[src/sv/ffh_divider.sv]
// restoring divider, one quotient bit per cycle, unsigned 48 by 16 bits
// depends on nothing
`default_nettype none
module ffh_divider (
    input  wire logic        clk,
    input  wire logic        rst_n,
    input  wire logic        start,
    input  wire logic [47:0] dividend,
    input  wire logic [15:0] divisor,
    output logic             done,
    output logic [47:0]      quotient
);
    logic [47:0] quo_reg;
    logic [16:0] rem_reg;
    logic [15:0] div_reg;
    logic [5:0]  cnt_reg;
    logic        busy_reg;
    logic [16:0] trial;

    assign trial    = {rem_reg[15:0], quo_reg[47]};
    assign quotient = quo_reg;

    always_ff @(posedge clk or negedge rst_n)
    begin
        if (!rst_n)
        begin
            busy_reg <= 1'b0;
            cnt_reg  <= '0;
            done     <= 1'b0;
        end
        else
        begin
            done <= 1'b0;
            if (start)
            begin
                busy_reg <= 1'b1;
                cnt_reg  <= 6'd48;
            end
            else if (busy_reg)
            begin
                cnt_reg <= cnt_reg - 6'd1;
                if (cnt_reg == 6'd1)
                begin
                    busy_reg <= 1'b0;
                    done     <= 1'b1;
                end
            end
        end
    end

    always_ff @(posedge clk)
    begin
        if (start)
        begin
            quo_reg <= dividend;
            rem_reg <= '0;
            div_reg <= divisor;
        end
        else if (busy_reg)
        begin
            if (trial >= {1'b0, div_reg})
            begin
                rem_reg <= trial - {1'b0, div_reg};
                quo_reg <= {quo_reg[46:0], 1'b1};
            end
            else
            begin
                rem_reg <= trial;
                quo_reg <= {quo_reg[46:0], 1'b0};
            end
        end
    end
endmodule
`default_nettype wire
[config.mk]
export PLATFORM = sky130hd
export DESIGN_NAME = ffh_divider
export DESIGN_NICKNAME = d
export VERILOG_FILES = /design/src/sv/ffh_divider.sv
export SDC_FILE = /design/constraint.sdc
export NUM_CORES = 1
export LEC_CHECK = 0
export ABC_AREA = 0
export BUFFER_PORTS_ARGS = -buffer_cell sky130_fd_sc_hd__buf_2
export CAP_MARGIN = 10
export CORE_MARGIN = 2
export CORE_UTILIZATION = 35
export CTS_CLUSTER_DIAMETER = 50
export DETAILED_ROUTE_END_ITERATION = 12
export GPL_TIMING_DRIVEN = 1
export SYNTH_ARGS = -nofsm -noshare
export SYNTH_HDL_FRONTEND = slang
export SYNTH_SLANG_ARGS = --single-unit
[constraint.sdc]
create_clock -name clk -period 3.15 [get_ports clk]
set_input_delay 0.4725 -clock clk [delete_from_list [all_inputs] [get_ports clk]]
set_output_delay 0.4725 -clock clk [all_outputs]
set_load 0.05 [all_outputs]
Word-level counts from Yosys, hierarchy flattened
Index checks and enable logic that the tools add are counted.
{"block": "word_totals", "in_bits": 67, "regBits": 88, "elab_cells": 23}
{"block": "op_classes", "reduce_logical": 1, "order_cmp": 1, "add_sub_neg": 2, "eq_ne": 1, "n_mux": 12}
{"op": "$mux 48", "count": 2}
{"op": "$ge 17x16->1", "count": 1}
{"op": "$mux 16", "count": 1}
{"op": "$sub 16x16->16", "count": 1}
{"op": "$mux 6", "count": 2}
{"op": "$mux 1", "count": 7}
{"op": "$eq 6x1->1 const B", "count": 1}
{"op": "$sub 6x1->6 const B", "count": 1}
{"op": "$reduce_bool 2->1", "count": 1}

Longest topological paths before layout
{"block": "logic_depth", "ltp_word": 4, "ltp_mapped": 10, "mapped_depth_nobuf": 10}

Worst setup path after synthesis
OpenSTA, ideal clock, no wires.
{"block": "synth_timing", "kind": "register -> register", "from": "reg quo_reg[47], in the netlist quotient[47]", "to": "reg rem_reg[10]", "n_path_buf": 0, "path_stages_with_launch": 10, "synth_period_minus_slack_ps": 2718, "arrival_time_ps": 2630, "setup_time_ps": 88, "required_time_ps": 3062, "slack_ps": 432, "cell_sequence": "edfxtp_1 -> inv_1 -> ha_1 -> fa_1 -> nor2b_1 -> o31ai_2 -> a311oi_1 -> o21ai_0 -> a311o_1 -> a311oi_2"}
{"block": "synth_between", "elab_chain_len": 2}
{"item": "start: declaration", "line_no": "13", "text": "logic [47:0] quo_reg;"}
{"item": "start signal: assignment", "line_no": "55", "text": "quo_reg <= dividend;"}
{"item": "start signal: assignment", "line_no": "64", "text": "quo_reg <= {quo_reg[46:0], 1'b1};"}
{"item": "start signal: assignment", "line_no": "69", "text": "quo_reg <= {quo_reg[46:0], 1'b0};"}
{"item": "$sub 16x16->16 / $ge 17x16->1 (equally long branches)", "line_no": "63, 61"}
{"item": "$mux 16 *", "line_no": "61", "text": "if (trial >= {1'b0, div_reg})"}
{"item": "end signal: assignment", "line_no": "63", "text": "rem_reg <= trial - {1'b0, div_reg};"}
{"item": "end signal: assignment", "line_no": "68", "text": "rem_reg <= trial;"}
{"item": "end: declaration", "line_no": "14", "text": "logic [16:0] rem_reg;"}
Every way passes the cells marked *; elsewhere a longest branch is shown, timed or not.
A chain may end at the register's enable or synchronous reset.

Final worst setup path
{"block": "layout_timing", "from": "reg div_reg[14]", "to": "reg rem_reg[12]"}
{"block": "layout_between", "elab_chain_len": 2}
{"item": "start: declaration", "line_no": "15", "text": "logic [15:0] div_reg;"}
{"item": "start signal: assignment", "line_no": "57", "text": "div_reg <= divisor;"}
{"item": "$ge 17x16->1", "line_no": "61"}
{"item": "$mux 16", "line_no": "61"}
Every way passes these cells.

==> flow_metrics.env <==
export IMPL_status="finished, final reports clean"
export IMPL_fin_crit_sh=0.822
export IMPL_worst_hold_slack_ps=294
export IMPL_wl_met2_mm=4.34
export IMPL_cp_required_ps=3420
export IMPL_slowest_delay_ps=530
export IMPL_fin_tns_setup_ps=0
export IMPL_syn_avg_cell_area_um2=12.4
export IMPL_wirelength_mm=9.78
export IMPL_maxUsedRoutingLayer="met5"
export IMPL_largest_reg_flops=48
export IMPL_hpwlAfterDp_mm=6.96
export IMPL_synth_cell_types=52
export IMPL_n_fill_cell=1203
export IMPL_vias_per_cell=4.93
export IMPL_clockRootBuffer="clkbuf_16"
export IMPL_rrSetupSlack_ps=560
export IMPL_grt_pass1_wl_mm=15.9
export IMPL_worst_path_max_fanout=17
export IMPL_r2r_cells=9
export IMPL_cts_reportedPaths_clkPinSlew_ps=70
export IMPL_setup_viol=0
export IMPL_wl_met3_um=747
export IMPL_hold_path_class="in2reg"
export IMPL_post_synth_top_count_cell="edfxtp_1"
export IMPL_fin_crit_ps=2590
export IMPL_worst_pin_slew_ps=618
export IMPL_synth_ff_type="edfxtp_1"
export IMPL_rows=41
export IMPL_finalNetCount=563
export IMPL_wl_met1_mm=4.43
export IMPL_synthTopCellsByCount="64 x edfxtp_1, 47 x mux2_2, 27 x nor2_1, 26 x inv_1, 20 x nand2_1"
export IMPL_num_antenna_cells=0
export IMPL_end_kind="flip-flop"
export IMPL_multi_input_area_um2=1840
export IMPL_r2r_end="rem_reg[12]$_SDFFE_PP0P_"
export IMPL_leakagePower_nw=2.44
export IMPL_final_cells=654
export IMPL_layout_area_seq_um2=2440
export IMPL_synth_fp_nets=444
export IMPL_clkSinkCount=88
export IMPL_drt_pass1_iterations=4
export IMPL_vias=3222
export IMPL_cts_setup_buffers=0
export IMPL_drv_cap=0
export IMPL_fin_skew_ps=7.53
export IMPL_io_pins=116
export IMPL_core_area_um2=12500
export IMPL_fp_dieH_um=117
export IMPL_initial_core_util=0.356
export IMPL_crit_chain="inv_1, ha_1, nand4b_1, or4_1, o211a_1, o21ai_4, nand2_4, a311o_1, a311oi_2"
export IMPL_synth_top_area_cell="edfxtp_1"
export IMPL_slew_viol_final=0
export IMPL_clkLatencyLatePin_ps=350
export IMPL_vdd_drop_max_mv=0.267
export IMPL_hp_start="divisor[11]"
export IMPL_die_w_um=117
export IMPL_slowest_stage="or4_1"
export IMPL_crit_type="reg2reg"
export IMPL_synth_edf_count=64
export IMPL_dieArea_um2=13600
export IMPL_yosysSeqAreaShare=0.551
export IMPL_gp_congestion=0.843
export IMPL_rsz0062_at_grt="no"
export IMPL_grt_overflow=0
export IMPL_worstPathArrival_ps=2860
export IMPL_clk_path_buf_depth=2
export IMPL_dp_cells=637
export IMPL_post_route_drc_count=0
export IMPL_port_buffers=115
export IMPL_finalHoldViolations=0
export IMPL_hold_path_depth=1
export IMPL_synth_seq_cells=88
export IMPL_syn_area_um2=4430
export IMPL_ys_top_cells_by_area="edfxtp_1 43%, mux2_2 12%, dfxtp_1 7.2%, ha_1 5.1%, dfrtp_1 4.5%"
export IMPL_antenna_found_initial=1
export IMPL_postSynthCellCount=358
export IMPL_start_kind="flip-flop"
export IMPL_yosysWarnings=0
export IMPL_grt_max_degree=34
export IMPL_power_density_nw_per_um2=553
export IMPL_synth_top_area_share=0.434
export IMPL_cts_buffers=9
export IMPL_syn2layout_area_growth_pct=24.6
export IMPL_cts_tree="done"
export IMPL_drive_gt1_frac=0.398
export IMPL_slew_headroom=0.585
export IMPL_avgRoutedWirePerCell_um=15.0
export IMPL_grt_usage=0.152
export IMPL_whs_endpoint="div_reg[11]$_DFFE_PP_"
export IMPL_drtIter0Drc=105
export IMPL_grt_pass1_vias=3265
export IMPL_postSynth_asyncResetShare=0.0909
export IMPL_htree_levels=3
export IMPL_fmax_ghz=0.386
export IMPL_antenna_left=0
export IMPL_r2r_start="div_reg[14]$_DFFE_PP_"
area by class of cell:
class,count,share of cell area
Clock buffer,9,0.0408
Clock inverter,7,0.0111
Inverter,27,0.0184
Multi-Input combinational cell,231,0.334
Sequential cell,88,0.442
Tap cell,172,0.0390
Timing Repair Buffer,120,0.114
power breakdown:
group,switching [mW],internal (mW)
Clock,0.495,0.552
Combinational,0.398,0.200
Sequential,0.0564,1.35
worst max path at each step:
stage | startpoint | end | slack, ps
6_report | div_reg[14]$_DFFE_PP_ | rem_reg[12]$_SDFFE_PP0P_ | 560
2_1_floorplan | quotient[47]$_DFFE_PP_ | rem_reg[10]$_SDFFE_PP0P_ | 430
3_3_place_gp | quotient[47]$_DFFE_PP_ | rem_reg[10]$_SDFFE_PP0P_ | 600
4_1_cts | div_reg[9]$_DFFE_PP_ | rem_reg[12]$_SDFFE_PP0P_ | 540
5_1_grt | quotient[47]$_DFFE_PP_ | rem_reg[10]$_SDFFE_PP0P_ | 330
3_5_place_dp | div_reg[14]$_DFFE_PP_ | rem_reg[10]$_SDFFE_PP0P_ | 550
worst max-delay path: cells and delay by family, from the launching register on:
| family | cells | cell delay [ps] |
|---|---|---|
| AOI/OAI and AO/OA | 4 | 910 |
| and+or+nand+nor | 3 | 890 |
| adders and majority gates | 1 | 350 |
| DFF | 1 | 330 |
| buffers and inverters | 1 | 40 |
kinds of logic after synthesis:
group	Yosys count	synth area share
xor gates and xnor gates	13	0.0257
adders and majority gates	19	0.0553
and+or+nand+nor	73	0.0782
DFF	88	0.551
AOI/OAI and AO/OA	70	0.115
buffers and inverters	39	0.0333
muxes	56	0.141
metrics by stage:
step,setup WS [ps],util,power [mW],cell area [µm²]
after floorplan,432,-,1.87,4430
after global placement,601,0.419,2.02,5220
after detailed placement,548,0.419,2.03,5220
after CTS,544,0.443,3.09,5520
after global routing,328,0.443,3.18,5520
final,560,0.443,3.05,5520
layout by cell type (no fill, tap or decap), drive strengths merged, types with 2 or more instances in the layout:
master,n
nor2b,3
nor3,2
nor2,27
clkinv,3
a211oi,12
nand3,6
a32oi,2
nor4,2
inv,30
mux2,48
dfrtp,8
a21o,3
a311oi,4
mux2i,8
edfxtp,64
xnor2,7
dfxtp,16
a31oi,4
o31ai,2
o21ai,13
and3,5
a311o,4
xor2,6
a21oi,13
nand4,2
ha,18
clkbuf,9
nand2,21
o21a,4
buf,119
o22ai,2
metal layers:
metal / up-vias / global-route usage
met5: - / 0
met4: 2 / 0.0770
met3: 18 / 0.0581
met2: 85 / 0.230
met1: 1544 / 0.190
li1: 1573 / -
repair_timing:
action / CTS / global route
endpoints found under the setup margin: 0 / 0
hold buffers: 1 / 0
gates resized for setup: 0 / 0
endpoints found under the hold margin: 8 / 0
Power figures use the tool's default switching activity.
